[src/rtl/core/bpool_pkg.sv]
// Package for the buffer pool frame table: shared constants, request and
// status codes, controller states and the controller/datapath command types.
// No dependencies.
`default_nettype none
package bpool_pkg;
    localparam int FRAMES_DEF    = 16;
    localparam int PAGE_BITS_DEF = 24;
    localparam int PIN_BITS_DEF  = 8;
    localparam int FUNC_W   = 3;
    localparam int STATUS_W = 2;
    localparam int FIDX_W   = 4;
    localparam int FCNT_W   = 5;
    localparam int CNT_W    = 32;
    localparam int CFG_W    = 5;
    localparam int CFG_IDX_W = 1;

    localparam logic [FUNC_W-1:0] FN_PIN   = 3'd0;
    localparam logic [FUNC_W-1:0] FN_UNPIN = 3'd1;
    localparam logic [FUNC_W-1:0] FN_DIRTY = 3'd2;
    localparam logic [FUNC_W-1:0] FN_FORCE = 3'd3;
    localparam logic [FUNC_W-1:0] FN_FLUSH = 3'd4;

    localparam logic [STATUS_W-1:0] ST_OK      = 2'd0;
    localparam logic [STATUS_W-1:0] ST_MISSING = 2'd1;
    localparam logic [STATUS_W-1:0] ST_PINNED  = 2'd2;

    localparam logic [CFG_IDX_W-1:0] REG_FRAMES = 1'd0;
    localparam logic [CFG_IDX_W-1:0] REG_POLICY = 1'd1;

    typedef enum logic [2:0] {
        S_IDLE, S_SCAN, S_DECIDE, S_RANK, S_DONE
    } t_state;

    // Controller commands to the datapath.
    typedef struct packed {
        logic load;     // capture request, clear scan state
        logic scan;     // examine one frame
        logic decide;   // apply the operation once the scan is complete
        logic rank;     // age one frame for make-newest
        logic finish;   // present result
    } t_cmd;

    // Datapath status to the controller.
    typedef struct packed {
        logic scan_last;
        logic rank_last;
        logic need_rank;
    } t_stat;
endpackage
`default_nettype wire

[src/rtl/core/bpool_ram.sv]
// Generic single-port RAM with registered read.
// No dependencies.
`default_nettype none
module bpool_ram #(
    parameter int WIDTH = 8,
    parameter int DEPTH = 16
) (
    input  wire logic                     i_clk,
    input  wire logic                     i_we,
    input  wire logic [$clog2(DEPTH)-1:0] i_addr,
    input  wire logic [WIDTH-1:0]         i_wdata,
    output logic      [WIDTH-1:0]         o_rdata
);
    logic [WIDTH-1:0] r_mem [DEPTH];
    always_ff @(posedge i_clk) begin
        if (i_we) r_mem[i_addr] <= i_wdata;
        o_rdata <= r_mem[i_addr];
    end
endmodule
`default_nettype wire

[src/rtl/core/bpool_ctrl.sv]
// Controller for the buffer pool: sequences scan, decide, rank and result.
// Depends on bpool_pkg.
`default_nettype none
module bpool_ctrl (
    input  wire logic           i_clk,
    input  wire logic           i_rst_n,
    input  wire logic           i_start,
    input  wire logic           i_out_free,
    input  wire bpool_pkg::t_stat i_stat,
    output bpool_pkg::t_cmd     o_cmd,
    output logic                o_busy
);
    bpool_pkg::t_state r_state, n_state;

    always_ff @(posedge i_clk) begin
        if (!i_rst_n) r_state <= bpool_pkg::S_IDLE;
        else r_state <= n_state;
    end

    always_comb begin
        n_state = r_state;
        case (r_state)
            bpool_pkg::S_IDLE:   if (i_start) n_state = bpool_pkg::S_SCAN;
            bpool_pkg::S_SCAN:   if (i_stat.scan_last) n_state = bpool_pkg::S_DECIDE;
            bpool_pkg::S_DECIDE: n_state = i_stat.need_rank ? bpool_pkg::S_RANK
                                                            : bpool_pkg::S_DONE;
            bpool_pkg::S_RANK:   if (i_stat.rank_last) n_state = bpool_pkg::S_DONE;
            bpool_pkg::S_DONE:   if (i_out_free) n_state = bpool_pkg::S_IDLE;
            default:             n_state = bpool_pkg::S_IDLE;
        endcase
    end

    always_comb begin
        o_cmd  = '0;
        o_busy = 1'b1;
        case (r_state)
            bpool_pkg::S_IDLE: begin
                o_busy = 1'b0;
                o_cmd.load = i_start;
            end
            bpool_pkg::S_SCAN:   o_cmd.scan = 1'b1;
            bpool_pkg::S_DECIDE: o_cmd.decide = 1'b1;
            bpool_pkg::S_RANK:   o_cmd.rank = 1'b1;
            bpool_pkg::S_DONE:   o_cmd.finish = i_out_free;
            default:             o_busy = 1'b1;
        endcase
    end
endmodule
`default_nettype wire

[src/rtl/core/bpool_dp.sv]
// Datapath for the buffer pool: frame flags, scan registers, tag RAM and
// result assembly. Depends on bpool_pkg and bpool_ram.
`default_nettype none
module bpool_dp #(
    parameter int FRAMES    = bpool_pkg::FRAMES_DEF,
    parameter int PAGE_BITS = bpool_pkg::PAGE_BITS_DEF,
    parameter int PIN_BITS  = bpool_pkg::PIN_BITS_DEF
) (
    input  wire logic                          i_clk,
    input  wire logic                          i_rst_n,
    input  wire bpool_pkg::t_cmd               i_cmd,
    input  wire logic [bpool_pkg::FUNC_W-1:0]  i_func,
    input  wire logic [PAGE_BITS-1:0]          i_page,
    input  wire logic [bpool_pkg::CFG_W-1:0]   i_limit_raw,
    input  wire logic                          i_policy,
    output bpool_pkg::t_stat                   o_stat,
    output logic [bpool_pkg::STATUS_W-1:0]     o_status,
    output logic [bpool_pkg::FIDX_W-1:0]       o_fidx,
    output logic                               o_hit,
    output logic                               o_nread,
    output logic                               o_nwb,
    output logic [PAGE_BITS-1:0]               o_wbpage,
    output logic [bpool_pkg::FCNT_W-1:0]       o_flushed,
    output logic [bpool_pkg::CNT_W-1:0]        o_reads,
    output logic [bpool_pkg::CNT_W-1:0]        o_writes
);
    localparam int IW = $clog2(FRAMES);
    localparam int CW = $clog2(FRAMES + 1);
    localparam logic [PIN_BITS-1:0] PIN_MAX = {PIN_BITS{1'b1}};

    logic [FRAMES-1:0]   r_valid, r_dirty;
    logic [PIN_BITS-1:0] r_pin  [FRAMES];
    logic [IW-1:0]       r_rank [FRAMES];
    logic [CW-1:0]       r_filled;
    logic [bpool_pkg::CNT_W-1:0] r_reads, r_writes;

    logic [bpool_pkg::FUNC_W-1:0] r_func;
    logic [PAGE_BITS-1:0]         r_page;
    logic [CW-1:0]                r_idx;   // scan/rank counter, one frame per cycle
    logic                         r_found;
    logic [IW-1:0]                r_fhit;
    logic                         r_vok;
    logic [IW-1:0]                r_vic, r_best;
    logic [CW-1:0]                r_flushed;
    logic [IW-1:0]                r_target;
    logic [CW-1:0]                r_old;   // rank bound: FRAMES for a fresh frame

    // Tag RAM: read at the scan index, written at decide time when a missing page is placed.
    // Reads are registered, so the scan compares the previous index's tag.
    logic              ram_we;
    logic [IW-1:0]     ram_addr;
    logic [PAGE_BITS-1:0] ram_rdata;
    logic              r_cmp_v;
    logic [IW-1:0]     r_cmp_i;

    bpool_ram #(.WIDTH(PAGE_BITS), .DEPTH(FRAMES)) u_tag (
        .i_clk(i_clk), .i_we(ram_we), .i_addr(ram_addr),
        .i_wdata(r_page), .o_rdata(ram_rdata)
    );

    logic [CW-1:0] limit;
    logic [IW-1:0] idx_i;
    logic          in_scan, scan_more;
    logic          is_fill;
    logic [IW-1:0] fill_f;

    always_comb begin
        if (i_limit_raw == '0) limit = CW'(1);
        else if (32'(i_limit_raw) > FRAMES) limit = CW'(FRAMES);
        else limit = CW'(i_limit_raw);
        idx_i     = r_idx[IW-1:0];
        scan_more = r_idx < r_filled;
        in_scan   = i_cmd.scan && scan_more;
        is_fill   = r_filled < limit;
        fill_f    = r_filled[IW-1:0];
    end

    logic dec_pin_miss, dec_pin_hit, dec_evict_ok;
    logic [IW-1:0] newf;
    always_comb begin
        dec_pin_hit  = (r_func == bpool_pkg::FN_PIN) && r_found;
        dec_pin_miss = (r_func == bpool_pkg::FN_PIN) && !r_found;
        dec_evict_ok = dec_pin_miss && (is_fill || r_vok);
        newf         = is_fill ? fill_f : r_vic;
        ram_we       = i_cmd.decide && dec_evict_ok;
        if (ram_we) ram_addr = newf;
        else if (i_cmd.decide) ram_addr = r_fhit;
        else if (i_cmd.scan && !scan_more) ram_addr = r_vic;
        else ram_addr = idx_i;
    end

    always_comb begin
        o_stat.scan_last = !scan_more && !r_cmp_v;
        o_stat.rank_last = !(CW'(r_idx + 1'b1) < r_filled);
        o_stat.need_rank = (dec_pin_hit && i_policy) || dec_evict_ok;
    end

    always_ff @(posedge i_clk) begin
        if (!i_rst_n) begin
            r_valid   <= '0;
            r_dirty   <= '0;
            r_filled  <= '0;
            r_reads   <= '0;
            r_writes  <= '0;
            r_cmp_v   <= 1'b0;
            for (int k = 0; k < FRAMES; k++) begin
                r_pin[k]  <= '0;
                r_rank[k] <= '0;
            end
        end else begin
            if (i_cmd.load) begin
                r_func    <= i_func;
                r_page    <= i_page;
                r_idx     <= '0;
                r_found   <= 1'b0;
                r_fhit    <= '0;
                r_vok     <= 1'b0;
                r_vic     <= '0;
                r_best    <= '0;
                r_flushed <= '0;
                r_cmp_v   <= 1'b0;
                o_status  <= bpool_pkg::ST_OK;
                o_fidx    <= '0;
                o_hit     <= 1'b0;
                o_nread   <= 1'b0;
                o_nwb     <= 1'b0;
                o_wbpage  <= '0;
                o_flushed <= '0;
            end
            if (i_cmd.scan) begin
                r_cmp_v <= in_scan;
                r_cmp_i <= idx_i;
                if (in_scan) begin
                    r_idx <= r_idx + 1'b1;
                    if (r_valid[idx_i] && r_pin[idx_i] == '0 &&
                        (!r_vok || r_rank[idx_i] > r_best)) begin
                        r_vok  <= 1'b1;
                        r_vic  <= idx_i;
                        r_best <= r_rank[idx_i];
                    end
                    if (r_func == bpool_pkg::FN_FLUSH && r_valid[idx_i] &&
                        r_dirty[idx_i] && r_pin[idx_i] == '0) begin
                        r_dirty[idx_i] <= 1'b0;
                        r_flushed      <= r_flushed + 1'b1;
                        r_writes       <= r_writes + 1'b1;
                    end
                end
                if (r_cmp_v && r_func <= bpool_pkg::FN_FORCE && !r_found &&
                    r_valid[r_cmp_i] && ram_rdata == r_page) begin
                    r_found <= 1'b1;
                    r_fhit  <= r_cmp_i;
                end
            end
            if (i_cmd.decide) begin
                r_idx <= '0;
                o_flushed <= bpool_pkg::FCNT_W'(r_flushed);
                if (dec_pin_hit) begin
                    o_fidx <= bpool_pkg::FIDX_W'(r_fhit);
                    o_hit  <= 1'b1;
                    if (r_pin[r_fhit] < PIN_MAX) r_pin[r_fhit] <= r_pin[r_fhit] + 1'b1;
                    r_target <= r_fhit;
                    r_old    <= CW'(r_rank[r_fhit]);
                end else if (dec_pin_miss) begin
                    if (!dec_evict_ok) begin
                        o_status <= bpool_pkg::ST_PINNED;
                    end else begin
                        if (!is_fill && r_dirty[r_vic]) begin
                            o_nwb    <= 1'b1;
                            o_wbpage <= ram_rdata;   // victim tag read at the end of the scan
                            r_writes <= r_writes + 1'b1;
                        end
                        if (is_fill) r_filled <= r_filled + 1'b1;
                        o_fidx   <= bpool_pkg::FIDX_W'(newf);
                        o_nread  <= 1'b1;
                        r_reads  <= r_reads + 1'b1;
                        r_valid[newf] <= 1'b1;
                        r_dirty[newf] <= 1'b0;
                        r_pin[newf]   <= PIN_BITS'(1);
                        r_target <= newf;
                        r_old    <= r_valid[newf] ? CW'(r_rank[newf]) : CW'(FRAMES);
                    end
                end else if (r_func <= bpool_pkg::FN_FORCE) begin
                    if (!r_found) begin
                        o_status <= bpool_pkg::ST_MISSING;
                    end else begin
                        o_fidx <= bpool_pkg::FIDX_W'(r_fhit);
                        case (r_func)
                            bpool_pkg::FN_UNPIN:
                                if (r_pin[r_fhit] != '0) r_pin[r_fhit] <= r_pin[r_fhit] - 1'b1;
                            bpool_pkg::FN_DIRTY: r_dirty[r_fhit] <= 1'b1;
                            bpool_pkg::FN_FORCE: begin
                                o_nwb    <= 1'b1;
                                o_wbpage <= r_page;
                                r_dirty[r_fhit] <= 1'b0;
                                r_writes <= r_writes + 1'b1;
                            end
                            default: ;
                        endcase
                    end
                end
            end
            if (i_cmd.rank) begin
                r_idx <= r_idx + 1'b1;
                if (idx_i != r_target && r_valid[idx_i] && CW'(r_rank[idx_i]) < r_old)
                    r_rank[idx_i] <= r_rank[idx_i] + 1'b1;
                if (o_stat.rank_last) r_rank[r_target] <= '0;
            end
        end
    end

    // The victim tag must be read before decide: it is fetched on the last
    // scan cycles so that ram_rdata holds it at decide time.
    assign o_reads  = r_reads;
    assign o_writes = r_writes;
endmodule
`default_nettype wire

[src/rtl/core/buffer_pool_fifo_lru_replacement.sv]
// Buffer pool frame table with FIFO or LRU replacement.
// The scan examines one frame per cycle, followed by a rank pass over the filled frames
// when ranks are updated (LRU hit or new page). A new item is accepted only once the
// previous result has been taken into the output register.
// Synchronous active-low reset empties the pool, zeroes totals, sets 16 frames and FIFO order.
// Depends on bpool_pkg, bpool_ctrl, bpool_dp, bpool_ram.
`default_nettype none
module buffer_pool_fifo_lru_replacement #(
    parameter int FRAMES    = bpool_pkg::FRAMES_DEF,
    parameter int PAGE_BITS = bpool_pkg::PAGE_BITS_DEF,
    parameter int PIN_BITS  = bpool_pkg::PIN_BITS_DEF
) (
    input  wire logic         i_clk,
    input  wire logic         i_rst_n,
    input  wire logic         i_cfg_we,
    input  wire logic [0:0]   i_cfg_index,
    input  wire logic [4:0]   i_cfg_data,
    input  wire logic         s_axis_tvalid,
    output logic              s_axis_tready,
    // [2:0] func, [2+PAGE_BITS:3] page_number, zero pad to bytes
    input  wire logic [((3+PAGE_BITS+7)/8)*8-1:0] s_axis_tdata,
    output logic              m_axis_tvalid,
    input  wire logic         m_axis_tready,
    // status[1:0], frame_index[5:2], hit[6], need_read[7], need_writeback[8],
    // writeback_page, flushed_count(5), read_total(32), write_total(32), pad
    output logic [((78+PAGE_BITS+7)/8)*8-1:0] m_axis_tdata
);
    localparam int OW = ((78 + PAGE_BITS + 7) / 8) * 8;
    logic [bpool_pkg::CFG_W-1:0] r_limit;
    logic r_policy, r_ovalid;
    logic [OW-1:0] r_odata;
    bpool_pkg::t_cmd cmd;
    bpool_pkg::t_stat stat;
    logic busy;
    logic [1:0] st; logic [3:0] fi; logic hit, nr, nw;
    logic [PAGE_BITS-1:0] wbp; logic [4:0] fl; logic [31:0] rd, wr;

    // The result is held in its own register so the next item can be processed
    // while it waits for the receiver.
    always_ff @(posedge i_clk) begin
        if (!i_rst_n) begin
            r_limit  <= 5'd16;
            r_policy <= 1'b0;
            r_ovalid <= 1'b0;
        end else begin
            if (i_cfg_we && i_cfg_index == bpool_pkg::REG_FRAMES) r_limit <= i_cfg_data;
            if (i_cfg_we && i_cfg_index == bpool_pkg::REG_POLICY) r_policy <= i_cfg_data[0];
            if (cmd.finish) begin
                r_ovalid <= 1'b1;
                r_odata  <= OW'({wr, rd, fl, wbp, nw, nr, hit, fi, st});
            end else if (m_axis_tready) begin
                r_ovalid <= 1'b0;
            end
        end
    end

    assign s_axis_tready = !busy;
    assign m_axis_tvalid = r_ovalid;
    assign m_axis_tdata  = r_odata;

    bpool_ctrl u_ctrl (
        .i_clk(i_clk), .i_rst_n(i_rst_n), .i_start(s_axis_tvalid),
        .i_out_free(!r_ovalid || m_axis_tready), .i_stat(stat),
        .o_cmd(cmd), .o_busy(busy)
    );

    bpool_dp #(.FRAMES(FRAMES), .PAGE_BITS(PAGE_BITS), .PIN_BITS(PIN_BITS)) u_dp (
        .i_clk(i_clk), .i_rst_n(i_rst_n), .i_cmd(cmd),
        .i_func(s_axis_tdata[2:0]), .i_page(s_axis_tdata[3 +: PAGE_BITS]),
        .i_limit_raw(r_limit), .i_policy(r_policy), .o_stat(stat),
        .o_status(st), .o_fidx(fi), .o_hit(hit), .o_nread(nr), .o_nwb(nw),
        .o_wbpage(wbp), .o_flushed(fl), .o_reads(rd), .o_writes(wr)
    );
endmodule
`default_nettype wire
[config.mk]
export PLATFORM = sky130hd
export DESIGN_NAME = buffer_pool_fifo_lru_replacement
export DESIGN_NICKNAME = d
export VERILOG_FILES = /design/src/rtl/core/bpool_pkg.sv /design/src/rtl/core/bpool_ram.sv /design/src/rtl/core/bpool_ctrl.sv /design/src/rtl/core/bpool_dp.sv /design/src/rtl/core/buffer_pool_fifo_lru_replacement.sv
export SDC_FILE = /design/constraint.sdc
export NUM_CORES = 1
export LEC_CHECK = 0
export ABC_AREA = 1
export BUFFER_PORTS_ARGS = -buffer_cell sky130_fd_sc_hd__buf_2
export CELL_PAD_IN_SITES_DETAIL_PLACEMENT = 0
export CELL_PAD_IN_SITES_GLOBAL_PLACEMENT = 1
export CORE_AREA = 2 2 334 336
export DETAILED_ROUTE_END_ITERATION = 16
export DIE_AREA = 0 0 336 338
export HOLD_SLACK_MARGIN = 0.03
export PLACE_DENSITY = 0.79
export SLEW_MARGIN = 20
export SYNTH_ARGS = -nofsm -noshare
export SYNTH_HDL_FRONTEND = slang
export SYNTH_SLANG_ARGS = --single-unit
[constraint.sdc]
create_clock -name i_clk -period 11.8 [get_ports i_clk]
set_clock_uncertainty 0.05 [all_clocks]
set_input_delay 1.77 -clock i_clk [delete_from_list [all_inputs] [get_ports i_clk]]
set_output_delay 1.77 -clock i_clk [all_outputs]
set_load 0.005 [all_outputs]
==> impl_metrics.py <==
metrics = {
    "status": {
        "status": "complete, no violations",
    },
    "route": {
        "num_vias": 34900,
        "viasPerCell": 5.39,
        "dr.first_iter.drc_count": 3785,
        "route.detailed.drc": 0,
        "first_pass_iters": 6,
        "ant_nets": 0,
        "wl_per_cell_um": 20.5,
        "wl_um": 133000,
    },
    "setup_path": {
        "rrSetupSlack_ns": 5.68,
        "cp_slowest_cell": "nor2_4",
        "reg2reg_depth": 19,
        "cp_top_family": "simple AND/OR/NAND/NOR gates",
        "end_kind": "register",
        "max_stage_delay_ns": 0.95,
        "crit_type": "reg -> reg",
        "crit_path_end": "u_dp.u_tag.r_mem[13][5]",
        "crit_top_cell": "nand2_1",
        "arrival_ns": 6.39,
        "path_cells": "nor2_1 > nand2_1 > nand2_1 > nand2_1 > ha_1 > nand2_1 > nor2_1 > o31ai_2 > nand2_1 > nand2_2 > nand3_2 > inv_2 > nand2_4 > nand2_4 > buf_4 > nor2_4 > buf_4 > nand2_1 > nor2_4",
        "worst_ep_required_time_ns": 12.07,
        "crit_buf_inv": 3,
        "startpoint": "r_limit[2]",
        "crit_cells": 19,
        "crit_path_max_fanout": 78,
        "r2r-end": "u_dp.u_tag.r_mem[13][5]",
        "critPathLaunchType": "register",
        "worstReg2RegStart": "r_limit[2]",
    },
    "pwr": {
        "intPower_mw": 6.33,
        "comb_power_share_pct": 32.2,
        "power_mw": 10.4,
        "switchingPower_mw": 4.06,
        "power.leakage_nw": 18.2,
        "clock_power_share_pct": 29.4,
        "vdd_drop_max_uv": 335,
        "powerDensity_nw_per_um2": 212,
        "p_seq_share_pct": 38.4,
        "swShare_pct": 39.1,
    },
    "placement": {
        "io_buffer_count": 141,
        "pre_cts_ws_ns": 5.60,
        "placed_area_sq_um": 45800,
        "hpwl_um": 83500,
        "gp_congestion": 0.932,
    },
    "yosys": {
        "avgSynthCellArea_sq_um": 9.07,
        "synthTopCellsByArea": "edfxtp_1 49%, nand2_1 11%, dfxtp_1 9.5%",
        "synthAdderAreaFrac_pct": 0.945,
        "synthMuxAreaShare_pct": 0,
        "synthCells": 4816,
        "synth-compound-area-share_pct": 9.82,
        "netlist_top_cells_count": "1264 x nand2_1, 716 x edfxtp_1, 502 x nand3_1",
        "synth_edf_count": 716,
        "ys_ff_latch": 924,
        "syn_area_sq_um": 43700,
        "synth_top_area_share_pct": 49.2,
        "synth_top_family_by_area": "simple AND/OR/NAND/NOR gates",
        "synth_top_cell_by_area": "edfxtp_1",
        "synth-simple-area-share_pct": 23.2,
        "synth_xor_area_share_pct": 0.960,
        "synth_warnings": 0,
        "ys.flop_type": "edfxtp_1",
        "ys_seq_area_share_pct": 58.8,
        "yosysMostFrequentCell": "nand2_1",
        "synth.distinct_cells": 64,
        "synthArstFlopShare_pct": 0,
    },
    "floorplanning": {
        "die_width_um": 336,
        "placementRows": 122,
        "fp.dieArea_sq_um": 114000,
        "pin_count": 149,
        "core_sq_um": 110000,
        "dieHeight_um": 338,
        "initial_core_util_pct": 39.7,
    },
    "sta": {
        "max-slew-margin-rel_pct": 23.5,
        "fin_setup_tns_ns": 0,
        "setup_slack_ns": 5.68,
        "tightest_slew_ns": 1.15,
        "setup_viol": 0,
        "hold_viol": 0,
        "fmax_mhz": 163,
        "rsz0062_at_grt": "false",
        "fin_crit_sh_pct": 51.8,
        "slew_violations": 0,
        "fin_crit_ns": 6.12,
    },
    "layout": {
        "drive_gt1_share_pct": 10.0,
        "fin_util_pct": 44.6,
        "nFillCells": 10500,
        "stdcell_area_sq_um": 49100,
        "syn2layout_area_growth_pct": 12.4,
        "layout.nets": 4977,
    },
    "grt": {
        "grt_pass1_wl_um": 199000,
        "grt_pass1_vias": 32700,
        "globalRouteTotalUtil_pct": 23.0,
        "grt_max_degree": 94,
        "overflow": 0,
        "antenna_found_initial": 7,
    },
    "clock_tree": {
        "cts_resized": 0,
        "htree_num_levels": 3,
        "cts_root_buf": "clkbuf_16",
        "cts_tree": "done",
        "cts_hold_buffers": 0,
        "clk_pin_slew_worst_paths_ns": 0.06,
        "numCtsBuffers": 99,
        "clock_sinks": 924,
        "clock_latency_ns": 0.73,
        "clock_path_buffers": 3,
        "cts_setup_buffers": 0,
    },
    "worst_hold_path": {
        "hp-class": "reg -> reg",
    },
    "run": {
        "maxCapViolCount": 0,
    },
}
[worst min path at each step]
stage	from	to	slack (ns)	cells after the start
2_1_floorplan	u_dp.o_flushed[0]	m_axis_tdata[33]	0.35	0
3_3_place_gp	u_dp.o_nread	m_axis_tdata[7]	0.38	0
3_5_place_dp	u_dp.o_flushed[0]	m_axis_tdata[33]	0.35	0
4_1_cts	u_dp.o_flushed[0]	m_axis_tdata[33]	0.40	0
5_1_grt	u_dp.o_flushed[1]	m_axis_tdata[34]	0.41	0
6_report	u_dp.o_flushed[0]	m_axis_tdata[33]	0.39	0
[flip-flops by register name, summed over array words and instances (netlist names), 24 cells and up, named ones only]
| name | count |
|---|---|
| m_axis_tdata | 102 |
| u_dp.o_reads | 32 |
| u_dp.o_wbpage | 24 |
| u_dp.o_writes | 32 |
| u_dp.r_page | 24 |
| u_dp.r_pin | 128 |
| u_dp.r_rank | 64 |
| u_dp.u_tag.o_rdata | 24 |
| u_dp.u_tag.r_mem | 384 |
[cell usage in the layout, fill, tap and decap left out, types with 5 or more instances in the layout]
master / count
buf_2: 140
inv_2: 36
nor3_1: 58
a22oi_1: 5
o211ai_1: 39
nand2_2: 15
nand3_2: 5
clkinvlp_4: 8
o22ai_1: 31
clkbuf_1: 30
o221ai_1: 15
ha_1: 33
nor2_2: 36
edfxtp_1: 716
o21ai_0: 302
xnor2_1: 16
clkinv_1: 17
nand4_1: 54
clkinv_2: 14
nand2_4: 6
o21a_1: 7
inv_1: 413
a211oi_1: 5
nor2_4: 21
clkbuf_8: 9
o21ai_1: 19
a31oi_1: 21
nand3_1: 502
xor2_1: 29
nand2_1: 1263
clkbuf_16: 100
a21oi_1: 280
o31ai_1: 22
clkinv_16: 5
nor4_1: 16
nor3_2: 5
dfxtp_1: 206
nor2_1: 358
buf_4: 57
or2_2: 11
[cell type report]
| class | instances | area [sq um] | share of cell area [%] |
|---|---|---|---|
| Clock buffer | 139 | 2740 | 5.58 |
| Inverter | 455 | 1710 | 3.48 |
| Clock inverter | 44 | 438 | 0.892 |
| Tap cell | 1488 | 1860 | 3.79 |
| Sequential cell | 924 | 25700 | 52.3 |
| Multi-Input combinational cell | 3219 | 15400 | 31.4 |
| Antenna cell | 1 | 2.50 | 0.00510 |
| Timing Repair Buffer | 202 | 1240 | 2.53 |
[stage by stage]
stage | hold WS [ns] | std cells
2_1_floorplan | 0.350 | 4817
3_3_place_gp | 0.383 | 6284
3_5_place_dp | 0.355 | 6284
4_1_cts | 0.400 | 6467
5_1_grt | 0.406 | 6472
6_report | 0.395 | 6472
[metal layers]
metal  GRT usage [%]  wire [um]
met5               0         27
met1            31.6      58300
met4            8.37       4000
met2            36.5      60000
met3            4.15      10500
[kinds of logic (layout without fill, tap and decap cells)]
kind of cell,after synthesis,count (layout)
and+or+nand+nor,2367,2367
DFF,924,924
adders and majority gates,33,33
AOI/OAI and AO/OA,770,770
buffers and inverters,674,840
xor gates and xnor gates,47,47
other,1,3
[worst register-to-register path: stages, from the launching register on]
cell	delay, ns
dfxtp_1	0.33
nor2_1	0.13
nand2_1	0.07
nand2_1	0.07
nand2_1	0.06
ha_1	0.26
nand2_1	0.06
nor2_1	0.13
o31ai_2	0.08
nand2_1	0.41
nand2_2	0.30
nand3_2	0.30
inv_2	0.20
nand2_4	0.41
nand2_4	0.30
buf_4	0.51
nor2_4	0.23
buf_4	0.48
nand2_1	0.39
nor2_4	0.95
[power groups by stage]
| stage | clock network, mW | registers, mW | logic (mW) |
|---|---|---|---|
| finish | 3.05 | 3.99 | 3.34 |
| global route | 3.21 | 4.01 | 3.70 |
| CTS | 3.09 | 3.98 | 3.32 |
| detailed placement | 0 | 4.05 | 3.30 |
| global placement | 0 | 4.05 | 3.28 |
| floorplan | 0 | 3.97 | 2.26 |
(Power assumes the default switching activity.)
